`src/hw/rtl/mmnc_pkg.sv`:
```
package mmnc_pkg;

	// Fraction bits of the normalized value (Q1.NORM_BITS)
	localparam int NORM_BITS = 16;

	localparam int SAMPLE_W = 16;
	localparam int RANGE_W  = 17;
	localparam int CFG_W    = 16;
	localparam int V_W      = NORM_BITS + 1;
	localparam int T_W      = NORM_BITS + 2;
	localparam int CNT_W    = $clog2(NORM_BITS);

	typedef logic signed [SAMPLE_W-1:0] sample_t;
	typedef logic [7:0]                 chan_t;
	typedef logic [RANGE_W-1:0]         range_t;

	typedef enum logic [1:0] {
		CFG_COLOR_SCHEME = 2'd0,
		CFG_MIN_RANGE    = 2'd1,
		CFG_FLAT_RANGE   = 2'd2,
		CFG_UNUSED       = 2'd3
	} cfg_index_t;

	typedef enum logic [1:0] {
		SCHEME_GRAY    = 2'd0,
		SCHEME_TERRAIN = 2'd1,
		SCHEME_TEMP    = 2'd2,
		SCHEME_EDGE    = 2'd3
	} scheme_t;

	typedef struct packed {
		chan_t red;
		chan_t green;
		chan_t blue;
	} rgb_t;

endpackage

```
`src/hw/rtl/mmnc_in_if.sv`:
```
interface mmnc_in_if import mmnc_pkg::*; ();
	logic    valid;
	logic    ready;
	logic    mode;
	sample_t sample;
	logic    last;

	modport source (output valid, output mode, output sample, output last, input ready);
	modport sink   (input valid, input mode, input sample, input last, output ready);
endinterface

```
`src/hw/rtl/mmnc_out_if.sv`:
```
interface mmnc_out_if import mmnc_pkg::*; ();
	logic  valid;
	logic  ready;
	chan_t red;
	chan_t green;
	chan_t blue;
	logic  frame_end;

	modport source (output valid, output red, output green, output blue, output frame_end,
		input ready);
	modport sink   (input valid, input red, input green, input blue, input frame_end,
		output ready);
endinterface

```
`src/hw/rtl/min_max_normalize_colormap.sv`:
```
// Min-max normalizer with color map for a two-pass stream of signed Q3.12 samples. A
// statistics beat (mode 0) updates the running minimum and maximum and produces no pixel;
// with last set it latches the frame minimum and range (a range of zero or below min_range
// is replaced by flat_range, zero flat_range acts as one) and starts a new pass. A color
// beat (mode 1) produces exactly one pixel: the sample is normalized against the latched
// minimum and range with a restoring divider that resolves one quotient bit per cycle,
// then mapped through the selected scheme. A color beat passes through accept, a step that
// forms the difference and catches the clamped cases, NORM_BITS divider steps and a step
// that maps and loads the output register; ready stays low until the block is idle again.
// A sample whose difference is not positive, or reaches the range, skips the divider. The
// mapping step holds while the previous pixel has not been taken, so a stalled output
// lengthens the beat. The finished pixel waits in its own register, so the next sample is
// accepted while it is still pending. Write configuration only while the block is idle.
module min_max_normalize_colormap import mmnc_pkg::*; (
	input  logic             clk,
	input  logic             arst_n,
	input  logic             cfg_wr_en,
	input  logic [1:0]       cfg_index,
	input  logic [CFG_W-1:0] cfg_data,
	mmnc_in_if.sink          samples,
	mmnc_out_if.source       pixels
);

	localparam logic [V_W-1:0] Q_ONE   = V_W'(1) << NORM_BITS;
	localparam logic [V_W-1:0] Q_QUART = Q_ONE >> 2;
	localparam logic [V_W-1:0] Q_HALF  = Q_ONE >> 1;
	localparam logic [V_W-1:0] Q_3QUART = Q_QUART + Q_HALF;
	localparam int P_W = T_W + 8;

	typedef enum logic [1:0] {
		ST_IDLE,
		ST_SETUP,
		ST_DIV,
		ST_MAP
	} state_t;

	// (x * k) >> NORM_BITS, low eight bits kept
	function automatic chan_t scale(logic [T_W-1:0] x, chan_t k);
		logic [P_W-1:0] prod;
		prod = P_W'(x) * P_W'(k);
		return prod[NORM_BITS +: 8];
	endfunction

	function automatic rgb_t color_map(scheme_t sch, logic [V_W-1:0] v);
		logic [T_W-1:0] t;
		logic [P_W-1:0] prod;
		rgb_t c;
		t = '0;
		prod = '0;
		c = '{red: 8'd0, green: 8'd0, blue: 8'd0};
		case (sch)
			SCHEME_TERRAIN: begin
				if (v < Q_QUART) begin
					t = T_W'(v) << 2;
					c = '{red: 8'd0, green: scale(t, 8'd255), blue: 8'd255};
				end else if (v < Q_HALF) begin
					t = (T_W'(v) - T_W'(Q_QUART)) << 2;
					c = '{red: 8'd0, green: 8'd255, blue: scale(T_W'(Q_ONE) - t, 8'd255)};
				end else if (v < Q_3QUART) begin
					t = (T_W'(v) - T_W'(Q_HALF)) << 2;
					c = '{red: scale(t, 8'd255), green: 8'd255, blue: 8'd0};
				end else begin
					t = (T_W'(v) - T_W'(Q_3QUART)) << 2;
					prod = P_W'((T_W'(Q_ONE) << 1) - t) * P_W'(8'd255);
					c = '{red: 8'd255, green: prod[NORM_BITS+1 +: 8], blue: scale(t, 8'd255)};
				end
			end
			SCHEME_TEMP: begin
				if (v < Q_HALF) begin
					t = T_W'(v) << 1;
					c = '{red: 8'd0, green: scale(t, 8'd200), blue: 8'd255};
				end else begin
					t = (T_W'(v) - T_W'(Q_HALF)) << 1;
					c = '{red: scale(t, 8'd255), green: 8'd200 + scale(t, 8'd55),
						blue: scale(T_W'(Q_ONE) - t, 8'd255)};
				end
			end
			default: begin
				// grayscale and edge distance
				c.red   = scale(T_W'(v), 8'd255);
				c.green = c.red;
				c.blue  = c.red;
			end
		endcase
		return c;
	endfunction

	state_t             st_q;
	scheme_t            scheme_q;
	logic [CFG_W-1:0]   min_range_q;
	logic [CFG_W-1:0]   flat_range_q;

	sample_t            running_min_q;
	sample_t            running_max_q;
	logic               pass_started_q;
	sample_t            frame_min_q;
	range_t             frame_range_q;

	sample_t            sample_q;
	logic               last_q;
	range_t             rem_q;
	logic [V_W-1:0]     v_q;
	logic [CNT_W-1:0]   cnt_q;

	logic               out_valid_q;
	rgb_t               pix_q;
	logic               frame_end_q;

	logic               accept;
	sample_t            new_min;
	sample_t            new_max;
	range_t             stat_range;
	logic               stat_flat;
	range_t             latch_range;
	range_t             den;
	logic signed [RANGE_W-1:0] diff;
	logic [RANGE_W:0]   rem_dbl;
	logic               rem_ge;
	logic               out_free;

	assign samples.ready = (st_q == ST_IDLE);
	assign accept        = samples.valid && samples.ready;
	assign out_free      = !out_valid_q || pixels.ready;

	// Running statistics including the beat being accepted
	always_comb begin
		new_min = samples.sample;
		new_max = samples.sample;
		if (pass_started_q) begin
			new_min = (samples.sample < running_min_q) ? samples.sample : running_min_q;
			new_max = (samples.sample > running_max_q) ? samples.sample : running_max_q;
		end
		stat_range  = RANGE_W'({new_max[SAMPLE_W-1], new_max} - {new_min[SAMPLE_W-1], new_min});
		stat_flat   = (stat_range == '0) || (stat_range < RANGE_W'(min_range_q));
		latch_range = stat_range;
		if (stat_flat) begin
			latch_range = (flat_range_q == '0) ? RANGE_W'(1) : RANGE_W'(flat_range_q);
		end
	end

	// Divider datapath: one compare-and-subtract per step
	assign den     = (frame_range_q == '0) ? RANGE_W'(1) : frame_range_q;
	assign diff    = {sample_q[SAMPLE_W-1], sample_q} - {frame_min_q[SAMPLE_W-1], frame_min_q};
	assign rem_dbl = {rem_q, 1'b0};
	assign rem_ge  = (rem_dbl >= {1'b0, den});

	always_ff @(posedge clk or negedge arst_n) begin
		if (!arst_n) begin
			st_q           <= ST_IDLE;
			scheme_q       <= SCHEME_GRAY;
			min_range_q    <= CFG_W'(1);
			flat_range_q   <= CFG_W'(4096);
			running_min_q  <= '0;
			running_max_q  <= '0;
			pass_started_q <= 1'b0;
			frame_min_q    <= '0;
			frame_range_q  <= RANGE_W'(4096);
			out_valid_q    <= 1'b0;
			cnt_q          <= '0;
			sample_q       <= '0;
			last_q         <= 1'b0;
			rem_q          <= '0;
			v_q            <= '0;
			pix_q          <= '0;
			frame_end_q    <= 1'b0;
		end else begin
			if (cfg_wr_en) begin
				case (cfg_index_t'(cfg_index))
					CFG_COLOR_SCHEME: scheme_q     <= scheme_t'(cfg_data[1:0]);
					CFG_MIN_RANGE:    min_range_q  <= cfg_data;
					CFG_FLAT_RANGE:   flat_range_q <= cfg_data;
					default: ;
				endcase
			end

			// raise the pixel out of the mapping step, drop it once it is taken
			if (st_q == ST_MAP && out_free) begin
				out_valid_q <= 1'b1;
			end else if (pixels.ready) begin
				out_valid_q <= 1'b0;
			end

			case (st_q)
				ST_IDLE: begin
					if (accept) begin
						sample_q <= samples.sample;
						last_q   <= samples.last;
						if (samples.mode) begin
							st_q <= ST_SETUP;
						end else if (samples.last) begin
							// close the pass: latch bounds for the color pass
							frame_min_q    <= new_min;
							frame_range_q  <= latch_range;
							pass_started_q <= 1'b0;
							running_min_q  <= new_min;
							running_max_q  <= new_max;
						end else begin
							running_min_q  <= new_min;
							running_max_q  <= new_max;
							pass_started_q <= 1'b1;
						end
					end
				end
				ST_SETUP: begin
					rem_q <= RANGE_W'(diff);
					cnt_q <= '0;
					if (diff[RANGE_W-1] || diff == '0) begin
						v_q  <= '0;
						st_q <= ST_MAP;
					end else if (RANGE_W'(diff) >= den) begin
						// quotient reaches one: clamp
						v_q  <= Q_ONE;
						st_q <= ST_MAP;
					end else begin
						v_q  <= '0;
						st_q <= ST_DIV;
					end
				end
				ST_DIV: begin
					rem_q <= rem_ge ? RANGE_W'(rem_dbl - {1'b0, den}) : RANGE_W'(rem_dbl);
					v_q   <= {v_q[V_W-2:0], rem_ge};
					cnt_q <= cnt_q + CNT_W'(1);
					if (cnt_q == CNT_W'(NORM_BITS - 1)) begin
						st_q <= ST_MAP;
					end
				end
				ST_MAP: begin
					// hold until the output register is free
					if (out_free) begin
						pix_q       <= color_map(scheme_q, v_q);
						frame_end_q <= last_q;
						st_q        <= ST_IDLE;
					end
				end
				default: st_q <= ST_IDLE;
			endcase
		end
	end

	assign pixels.valid     = out_valid_q;
	assign pixels.red       = pix_q.red;
	assign pixels.green     = pix_q.green;
	assign pixels.blue      = pix_q.blue;
	assign pixels.frame_end = frame_end_q;

`ifndef ASSERT_OFF
	// the divider remainder never reaches the divisor
	a_rem_below_den: assert property (@(posedge clk) disable iff (!arst_n)
		(st_q == ST_DIV) |-> (rem_q < den))
		else $error("divider remainder out of range");

	// the latched range is never zero
	a_range_nonzero: assert property (@(posedge clk) disable iff (!arst_n)
		frame_range_q != '0)
		else $error("frame range is zero");

	// a pixel appears only out of the mapping step
	a_valid_from_map: assert property (@(posedge clk) disable iff (!arst_n)
		$rose(out_valid_q) |-> $past(st_q == ST_MAP))
		else $error("pixel raised outside the mapping step");

	// a color beat keeps the block busy on the next cycle
	a_color_busy: assert property (@(posedge clk) disable iff (!arst_n)
		(accept && samples.mode) |=> !samples.ready)
		else $error("color beat did not occupy the block");
`endif

endmodule
```
`src/flat_wrapper.sv`:
```
// flat-port wrapper written by rule: the top's interface ports become plain ports
module min_max_normalize_colormap_flat import mmnc_pkg::*;
  (clk, arst_n, cfg_wr_en, cfg_index, cfg_data, samples_valid, samples_mode, samples_sample, samples_last, samples_ready, pixels_valid, pixels_red, pixels_green, pixels_blue, pixels_frame_end, pixels_ready);
  mmnc_in_if samples_i ();
  mmnc_out_if pixels_i ();
  input  logic clk;
  input  logic arst_n;
  input  logic cfg_wr_en;
  input  logic [1:0] cfg_index;
  input  logic [CFG_W-1:0] cfg_data;
  input wire logic [$bits(samples_i.valid)-1:0] samples_valid;
  input wire logic [$bits(samples_i.mode)-1:0] samples_mode;
  input wire logic [$bits(samples_i.sample)-1:0] samples_sample;
  input wire logic [$bits(samples_i.last)-1:0] samples_last;
  output wire logic [$bits(samples_i.ready)-1:0] samples_ready;
  output wire logic [$bits(pixels_i.valid)-1:0] pixels_valid;
  output wire logic [$bits(pixels_i.red)-1:0] pixels_red;
  output wire logic [$bits(pixels_i.green)-1:0] pixels_green;
  output wire logic [$bits(pixels_i.blue)-1:0] pixels_blue;
  output wire logic [$bits(pixels_i.frame_end)-1:0] pixels_frame_end;
  input wire logic [$bits(pixels_i.ready)-1:0] pixels_ready;
  assign samples_i.valid = samples_valid;
  assign samples_i.mode = samples_mode;
  assign samples_i.sample = samples_sample;
  assign samples_i.last = samples_last;
  assign samples_ready = samples_i.ready;
  assign pixels_valid = pixels_i.valid;
  assign pixels_red = pixels_i.red;
  assign pixels_green = pixels_i.green;
  assign pixels_blue = pixels_i.blue;
  assign pixels_frame_end = pixels_i.frame_end;
  assign pixels_i.ready = pixels_ready;
  min_max_normalize_colormap u_core (.clk(clk), .arst_n(arst_n), .cfg_wr_en(cfg_wr_en), .cfg_index(cfg_index), .cfg_data(cfg_data), .samples(samples_i), .pixels(pixels_i));
endmodule
```
`config.mk`:
```
export PLATFORM = sky130hd
export DESIGN_NAME = min_max_normalize_colormap_flat
export DESIGN_NICKNAME = d
export VERILOG_FILES = /design/src/hw/rtl/mmnc_pkg.sv /design/src/hw/rtl/mmnc_in_if.sv /design/src/hw/rtl/mmnc_out_if.sv /design/src/hw/rtl/min_max_normalize_colormap.sv /design/src/flat_wrapper.sv
export SDC_FILE = /design/constraint.sdc
export NUM_CORES = 1
export LEC_CHECK = 0
export ABC_CLOCK_PERIOD_IN_PS = 20300
export BUFFER_PORTS_ARGS = -buffer_cell sky130_fd_sc_hd__buf_2
export CORE_MARGIN = 2
export CORE_UTILIZATION = 40
export DETAILED_ROUTE_END_ITERATION = 6
export SETUP_SLACK_MARGIN = 0.4
export SLEW_MARGIN = 20
export SYNTH_ARGS = -nofsm -noshare
export SYNTH_HDL_FRONTEND = slang
export SYNTH_SLANG_ARGS = --single-unit
```
`constraint.sdc`:
```
create_clock -name clk -period 20.3 [get_ports clk]
set_input_delay 4.06 -clock clk [delete_from_list [all_inputs] [get_ports clk]]
set_output_delay 4.06 -clock clk [all_outputs]
set_load 0.01 [all_outputs]
```
==> results of run 1 <==
==> metal layers <==
metal / vias up / share of wire (%) / GRT usage (%)
met3: 67 / 4.8 / 3.851
met1: 9693 / 48 / 30.74
met2: 385 / 45 / 33.86
met4: 0 / 2.2 / 5.669
met5: - / 0 / 0
li1: 9265 / - / -
==> logic make-up (layout without fill, tap and decap cells) <==
| family | count (synthesis) | after routing | synth area share (%) |
|---|---|---|---|
| buffers and inverters | 594 | 655 | 8.744 |
| and+or+nand+nor | 497 | 497 | 9.349 |
| xor gates and xnor gates | 151 | 151 | 5.157 |
| adders and majority gates | 639 | 639 | 39.38 |
| muxes | 129 | 129 | 5.543 |
| DFF | 183 | 183 | 17.87 |
| AOI/OAI and AO/OA | 543 | 543 | 13.96 |
==> placed cells by master (no fill, tap or decap), types with 12 or more instances in the layout <==
master and count:
a211oi_1 16, a21o_1 40, a21oi_1 131, a31oi_1 25, buf_2 66, buf_4 21, clkbuf_16 17, dfrtp_1 180
fa_1 280, ha_1 357, inv_1 534, mux2_2 104, mux2i_1 25, nand2_1 162, nand2b_1 19, nand3_1 56
nand4_1 18, nor2_1 103, nor2b_1 18, nor3_1 36, o2111ai_1 12, o211ai_1 39, o21a_1 34, o21ai_0 130
o21bai_1 12, o221ai_1 12, xnor2_1 97, xor2_1 54
==> worst max-delay path: cells and delay by family <==
family	cells	cell delay [ns]
buffers and inverters	1	0.16
XOR/XNOR	1	0.17
AO/OA/AOI/OAI	17	3.62
multiplexers	1	0.50
adder cells (fa/ha/maj)	3	0.95
AND/OR/NAND/NOR	3	1.09
==> flip-flops by register name, summed over array words and instances (netlist names), 2 cells and up <==
register,flops
u_core.cnt_q,4
u_core.flat_range_q,16
u_core.frame_min_q,16
u_core.frame_range_q,17
u_core.min_range_q,16
u_core.pixels.blue,8
u_core.pixels.green,8
u_core.pixels.red,8
u_core.rem_q,17
u_core.running_max_q,16
u_core.running_min_q,16
u_core.sample_q,16
u_core.scheme_q,2
u_core.st_q,2
u_core.v_q,17
==> stage by stage <==
| step | hold WS [ns] | instances |
|---|---|---|
| 6_report | 0.4730 | 3643 |
| 5_1_grt | 0.5057 | 3643 |
| 4_1_cts | 0.4778 | 3643 |
| 3_5_place_dp | 0.4578 | 3611 |
| 3_3_place_gp | 0.4567 | 3611 |
| 2_1_floorplan | 0.4331 | 2736 |
==> final timing paths <==
kind / start / endpoint / slack, ns / depth (start not counted)
max in group asynchronous: arst_n / u_core.flat_range_q[8] / 14.69 / 3
worst min register to register: u_core.pixels.red[0] / u_core.pixels.red[0] / 0.47 / 2
min in group asynchronous: arst_n / u_core.pixels.frame_end / 3.52 / 1
worst min-delay path: u_core.pixels.red[0] / u_core.pixels.red[0] / 0.47 / 2
worst max-delay path: samples_sample[1] / u_core.frame_range_q[3] / 10.09 / 26
worst max register to register: u_core.v_q[1] / u_core.pixels.blue[5] / 12.41 / 26
==> cell type report <==
cell class	count	area, um^2	share of cell area [%]
clock inverters	15	220.2	0.7968
multi-input cells	1959	18840	68.17
well taps	846	1059	3.830
clock buffers	17	425.4	1.539
inverters	535	2008	7.267
repair buffers	88	501.7	1.816
flip-flops and latches	183	4583	16.58
==> flow_summary.toml, run 1 <==
[worst_setup_path]
path_max_fanout = 16
crit_required_ns = 20.65
startpoint_type = "input port"
crit_path_frequent_cell = "a21o_1"
critPathMaxStageDelay_ns = 0.62
endpoint_kind = "flip-flop"
worstSetupPathType = "input port to flip-flop"
crit_arrival_ns = 10.56
cp_slowest_cell = "o31a_1"

[sta]
finalHoldViolCount = 0
fin_skew_ns = 0.01795
worstMarginPinSlew_ns = 1.025
worst_slack_ns = 10.09
fmaxAchievable_mhz = 97.93
drv_slew = 0
setup_viol = 0
post-route-period-util_pct = 50.30
rsz0062_at_grt = "no"
layout_min_cycle_time_ns = 10.21
relSlewSlack_pct = 31.18
fin_tns_setup_ns = 0

[route]
routed_wl_um = 68960
drt-wirelength-per-cell_um = 18.93
avgViaCountPerCell = 5.328
drtIter0Drc = 1224
drc_errors = 0
first_pass_iters = 5
vias = 19410
ant_nets = 0

[yosys]
synth.most_common_cell = "inv_1"
synth_edf_count = 0
yosysTopAreaCellShare_pct = 21.86
synth-main-ff-cell = "dfrtp_1"
yosysTopAreaCell = "fa_1"
netlist_instances = 2736
syn_avg_cell_area_um2 = 9.373
syn_area_um2 = 25640
yosysSeqAreaShare_pct = 17.87
synth_commonest_cells = "534 x inv_1, 359 x ha_1, 280 x fa_1"
syn_nets = 3416
synth.area.top_cells = "fa_1 22%, dfrtp_1 18%, ha_1 18%"
ys_types = 77
ys.warnings.count = 0
async_flop_share_pct = 100.0
ys_ff_latch = 183

[global_route]
antenna_found_initial = 0
grt_max_degree = 68
grt_use_total_pct = 21.61
grt_pass1_vias = 20540
grt_pass1_wl_um = 113100
overflow = 0

[placed_design]
hpwl_um = 57610
dpl_cell_area_um2 = 26990
pre_cts_ws_ns = 9.642
gp_congestion = 0.9141
numPortBuffers = 67

[floorplanning]
die_w_um = 257.2
io_pins = 68
start_util_pct = 40.58
row_count = 92
die_h_um = 257.2
die_area_um2 = 66150
core-area_um2 = 63200

[clock_tree]
cts_hold_buf = 0
cts_sinks = 183
clockRootBuffer = "clkbuf_16"
cts_max_level = 4
cts.repair.resized = 0
post-cts-setup-buffers = 0
cts.clk_slew.worst_paths_ns = 0.09
clockBufferDepth = 2
cts_tree = "yes"
cts-buffers-inserted = 17
clk_latency_ns = 0.50

[run]
maxCapViolCount = 0

[layout]
nets = 3464
final_area_um2 = 27640
final_layout_size_suffix_gt1_share_pct = 9.331
num-fill-cells = 6128
insertedDiodeCount = 0
utilization_pct = 43.73
area_growth_pct = 7.768

[min_path]
hp-class = "flip-flop to flip-flop"

[run_status]
status = "finished clean"
Power of run 1 is not shown: default switching activity piles up to over one toggle a cycle in this logic, so the estimate is an artifact.
==> run 2, diff against run 1 <==
--- a/config.mk
+++ b/config.mk
@@ -5,7 +5,8 @@
 export SDC_FILE = /design/constraint.sdc
 export NUM_CORES = 1
 export LEC_CHECK = 0
-export ABC_CLOCK_PERIOD_IN_PS = 20300
+export ABC_AREA = 1
+export ABC_CLOCK_PERIOD_IN_PS = 8300
 export BUFFER_PORTS_ARGS = -buffer_cell sky130_fd_sc_hd__buf_2
 export CORE_MARGIN = 2
 export CORE_UTILIZATION = 40
==> constraint.sdc (replaced) <==
create_clock -name clk -period 8.3 [get_ports clk]
set_input_delay 1.66 -clock clk [delete_from_list [all_inputs] [get_ports clk]]
set_output_delay 1.66 -clock clk [all_outputs]
set_load 0.01 [all_outputs]
==> run 2 against run 1 <==
  * Routed wire length is 27% higher
  * Sequential share of layout area is 1.5 points lower
  * Flip-flop and latch count stayed put
  * Utilization is 0.28 points lower
  * Die area is 11% higher
  * Register-to-register slack worse by 11 ns
==> flow_summary.toml, run 2 <==
[sta]
rsz0062_at_grt = "no"
relSlewSlack_pct = 25.20
post-route-period-util_pct = 87.17
finalHoldViolCount = 0
fin_tns_setup_ns = 0
worst_slack_ns = 1.065
setup_viol = 0
holdWs_ns = 0.4806
drv_slew = 0
fmaxAchievable_mhz = 138.2
fin_skew_ns = 0.01767
layout_min_cycle_time_ns = 7.235
worstMarginPinSlew_ns = 1.122

[min_path]
worstHoldPathCells = 2
hp-class = "flip-flop to flip-flop"

[layout]
insertedDiodeCount = 0
final_area_um2 = 30480
final_cell_mix = "870 x nand2_1, 816 x inv_1, 359 x ha_1"
reg_top3 = "u_core.frame_range_q (17), u_core.rem_q (17), u_core.v_q (17)"
final_common_cell = "nand2_1"
area_growth_pct = 7.308
final_layout_size_suffix_gt1_share_pct = 4.137
num-fill-cells = 7358
nets = 4607

[route]
routed_wl_um = 87920
drt-wirelength-per-cell_um = 18.02
avgViaCountPerCell = 5.161
drtIter0Drc = 1602
first_pass_iters = 5
vias = 25180
drc_errors = 0
ant_nets = 0

[clock_tree]
clockBufferDepth = 2
post-cts-setup-buffers = 0
clk_latency_ns = 0.50
cts_sinks = 183
cts-buffers-inserted = 17
cts.clk_slew.worst_paths_ns = 0.08
cts.repair.resized = 0
clockRootBuffer = "clkbuf_16"
cts_hold_buf = 0
cts_max_level = 4
cts_tree = "yes"

[global_route]
grt_pass1_vias = 24800
antenna_found_initial = 1
grt_max_degree = 154
grt_use_total_pct = 24.51
overflow = 0
grt_pass1_wl_um = 140300

[placed_design]
pre_cts_ws_ns = 1.110
gp_congestion = 0.9714
numPortBuffers = 67
hpwl_um = 74880
dpl_cell_area_um2 = 29840

[worst_setup_path]
path_max_fanout = 12
crit_arrival_ns = 7.66
worstSetupPathType = "flip-flop to flip-flop"
crit_path_frequent_cell = "inv_1"
crit_required_ns = 8.73
r2r_cells = 27
crit_family = "adder cells"
r2r_setup_slack_ns = 1.06
startpoint_type = "flip-flop"
cp.buffers_inverters = 7
cp_slowest_cell = "dfrtp_1"
critPathMaxStageDelay_ns = 0.68
endpoint_kind = "flip-flop"
critical_path_depth = 27

[run]
maxCapViolCount = 0

[yosys]
ys_ff_latch = 183
synth.area.top_cells = "fa_1 20%, dfrtp_1 16%, ha_1 16%"
netlist_instances = 3881
synth_edf_count = 0
syn_area_um2 = 28400
syn_avg_cell_area_um2 = 7.318
async_flop_share_pct = 100.0
ys.warnings.count = 0
yosysTopAreaCell = "fa_1"
ys_types = 54
yosysSeqAreaShare_pct = 16.14
syn_nets = 4561
synth_commonest_cells = "871 x nand2_1, 816 x inv_1, 359 x ha_1"
yosysTopAreaCellShare_pct = 19.74
synth-main-ff-cell = "dfrtp_1"
synth.most_common_cell = "nand2_1"

[floorplanning]
start_util_pct = 40.49
die_w_um = 270.5
core-area_um2 = 70150
row_count = 97
die_h_um = 270.5
io_pins = 68
die_area_um2 = 73150

[run_status]
status = "finished clean"
run 2: routing by layer:
layer | share of wire [%] | GRT usage [%]
met4 | 4.2 | 9.770
met5 | 0.013 | 0
met3 | 4.6 | 3.266
met2 | 47 | 40.87
met1 | 44 | 32.16
run 2: cells by family (layout without fill, tap and decap cells):
group / Yosys count / count (layout) / synth area share [%]
xor+xnor: 84 / 84 / 2.643
flops: 183 / 183 / 16.14
fa+ha+maj: 639 / 639 / 35.55
buf+inv: 878 / 937 / 11.70
simple gates: 1504 / 1504 / 22.74
compound gates: 593 / 593 / 11.23
run 2: worst paths after layout:
path,startpoint,endpoint
worst max-delay path,u_core.v_q[0],u_core.pixels.blue[7]
worst min-delay path,u_core.running_max_q[4],u_core.running_max_q[4]
worst max register to register,u_core.v_q[0],u_core.pixels.blue[7]
worst min register to register,u_core.running_max_q[4],u_core.running_max_q[4]
max in group asynchronous,arst_n,u_core.frame_range_q[9]
min in group asynchronous,arst_n,u_core.v_q[0]
run 2: worst reg2reg max path, stage by stage, from the launching register on:
cell,delay [ns]
dfrtp_1,0.68
inv_1,0.27
ha_1,0.29
nand2_1,0.18
nor2_1,0.12
xor2_1,0.52
inv_1,0.26
fa_1,0.65
inv_1,0.08
fa_1,0.53
inv_1,0.05
fa_1,0.53
inv_1,0.05
fa_1,0.53
inv_1,0.06
ha_1,0.32
nand2_1,0.10
nor2_1,0.28
inv_1,0.15
nor3_1,0.54
nand3_1,0.21
nand4_1,0.15
nand3_1,0.13
nand3_1,0.12
nand2_1,0.05
nand2_1,0.10
nand2_1,0.06
a21oi_1,0.15
run 2: metrics by stage:
step,util [%],cells
6_report,43.45,4880
5_1_grt,43.45,4880
4_1_cts,43.44,4880
3_5_place_dp,42.53,4848
3_3_place_gp,42.53,4848
2_1_floorplan,-,3881
run 2: layout make-up:
type / count / area [um^2] / share of cell area, %
tap: 940 / 1176 / 3.859
sequential: 183 / 4583 / 15.04
timing repair buffer: 88 / 514.2 / 1.687
clock buffer: 18 / 429.2 / 1.408
multi-input combinational: 2820 / 20500 / 67.26
inverter: 817 / 3067 / 10.06
clock inverter: 14 / 209.0 / 0.6856
Power of run 2 is left out for the same reason.
==> run 3, diff against run 2 <==
--- a/config.mk
+++ b/config.mk
@@ -9,8 +9,9 @@
 export ABC_CLOCK_PERIOD_IN_PS = 8300
 export BUFFER_PORTS_ARGS = -buffer_cell sky130_fd_sc_hd__buf_2
 export CORE_MARGIN = 2
-export CORE_UTILIZATION = 40
+export CORE_UTILIZATION = 60
 export DETAILED_ROUTE_END_ITERATION = 6
+export PLACE_DENSITY = 0.8
 export SETUP_SLACK_MARGIN = 0.4
 export SLEW_MARGIN = 20
 export SYNTH_ARGS = -nofsm -noshare
==> run 3 against run 2 <==
  * Via count increased by 3.1%
  * Largest cell class unchanged
  * Clock-buffer cell count unchanged
  * Routed wire length decreased by 3.7%
  * Utilization increased by 21 points
  * Flip-flop and latch count unchanged
  * Hold slack got worse by 0.0059 ns
==> flow_summary.toml, run 3 (synthesis results as in run 2) <==
[route]
ant_nets = 0
drc_errors = 0
routed_wl_um = 84690
drt-wirelength-per-cell_um = 18.63
drtIter0Drc = 2224
vias = 25980
first_pass_iters = 6
avgViaCountPerCell = 5.713

[global_route]
grt_max_degree = 114
overflow = 0
grt_pass1_vias = 25460
grt_pass1_wl_um = 136900
grt_use_total_pct = 35.48
antenna_found_initial = 0

[sta]
rsz0062_at_grt = "no"
relSlewSlack_pct = 28.43
post-route-period-util_pct = 82.42
setup_viol = 0
finalHoldViolCount = 0
fin_skew_ns = 0.02853
fin_tns_setup_ns = 0
worstMarginPinSlew_ns = 1.072
drv_slew = 0
fmaxAchievable_mhz = 146.2
layout_min_cycle_time_ns = 6.841

[clock_tree]
clk_latency_ns = 0.51
cts-buffers-inserted = 17
cts_hold_buf = 0
cts.repair.resized = 0
clockBufferDepth = 2
post-cts-setup-buffers = 0
clockRootBuffer = "clkbuf_16"
cts_tree = "yes"
cts_sinks = 183
cts.clk_slew.worst_paths_ns = 0.11
cts_max_level = 4

[layout]
num-fill-cells = 4202
reg_top3 = "u_core.frame_range_q (17), u_core.rem_q (17), u_core.v_q (17)"
stdcell_count = 4547
utilization_pct = 64.30
final_area_um2 = 30000
nets = 4607
area_growth_pct = 5.621
final_layout_size_suffix_gt1_share_pct = 4.162
final_cell_mix = "870 x nand2_1, 816 x inv_1, 359 x ha_1"
insertedDiodeCount = 0
final_common_cell = "nand2_1"

[floorplanning]
io_pins = 68
row_count = 79
die_h_um = 221.6
core-area_um2 = 46650
die_area_um2 = 49090
die_w_um = 221.6
start_util_pct = 60.88

[worst_setup_path]
reg2reg_to = "u_core.pixels.green[7]"
crit_arrival_ns = 7.25
crit_path_frequent_cell = "inv_1"
r2r_setup_slack_ns = 1.46
crit_family = "adder cells"
worstSetupPathType = "flip-flop to flip-flop"
path_max_fanout = 7
endpoint_kind = "flip-flop"
crit_required_ns = 8.71
reg2reg_from = "u_core.v_q[9]"
cp_slowest_cell = "fa_1"
cp.buffers_inverters = 7
startpoint_type = "flip-flop"
critPathMaxStageDelay_ns = 0.63
r2r_cells = 27
startpoint = "u_core.v_q[9]"

[placed_design]
dpl_cell_area_um2 = 29410
numPortBuffers = 67
gp_congestion = 1.049
dpl.cell_count = 4515
hpwl_um = 70990

[min_path]
hold_end = "u_core.frame_range_q[12]"
worstHoldPathCells = 2
hp-class = "flip-flop to flip-flop"
hold_start = "u_core.frame_range_q[12]"

[run_status]
status = "finished clean"

[run]
maxCapViolCount = 0
## run 3: changes by cell type in the layout (fill, tap and decap cells not counted), sizes merged
cell / previous run / this run
bufinv: 2 / 0
clkinv: 7 / 4
inv: 821 / 826
## run 3: area by class of cell
cell class,count,area [um^2],area share (%)
clock buffer,18,439.2,1.464
clock inverter,14,148.9,0.4963
inverter,817,3067,10.22
multi-input combinational,2820,20500,68.34
sequential,183,4583,15.28
tap,607,759.5,2.532
timing repair buffer,88,501.7,1.673
## run 3: through the flow
step                      hold WS (ns)  setup WS, ns
after global routing            0.4951         1.002
after global placement          0.4618         1.428
after floorplan                 0.4422         2.105
after detailed placement        0.4612         1.319
after CTS                       0.4740         1.518
final                           0.4746         1.459
## run 3: worst max path at each step
| stage | end | slack (ns) | cells past startpoint |
|---|---|---|---|
| 6_report | u_core.pixels.green[7] | 1.46 | 27 |
| 2_1_floorplan | u_core.pixels.green[5] | 2.10 | 26 |
| 3_5_place_dp | u_core.frame_range_q[4] | 1.32 | 35 |
| 3_3_place_gp | u_core.frame_range_q[5] | 1.43 | 36 |
| 5_1_grt | u_core.pixels.green[4] | 1.00 | 26 |
| 4_1_cts | u_core.pixels.blue[7] | 1.52 | 26 |
## run 3: layer usage
layer,GRT usage [%],vias to the layer above,wire length [um]
met1,46.73,12380,35080
met5,0,-,0
met4,15.04,0,3721
met2,57.71,1022,39150
met3,6.494,185,6733
li1,-,12390,-
## run 3: worst min-delay path: stages (launching register included)
cell and delay, ns:
dfstp_2 0.37, nand2_1 0.06, nand2_1 0.05
Power of run 3 is left out for the same reason.
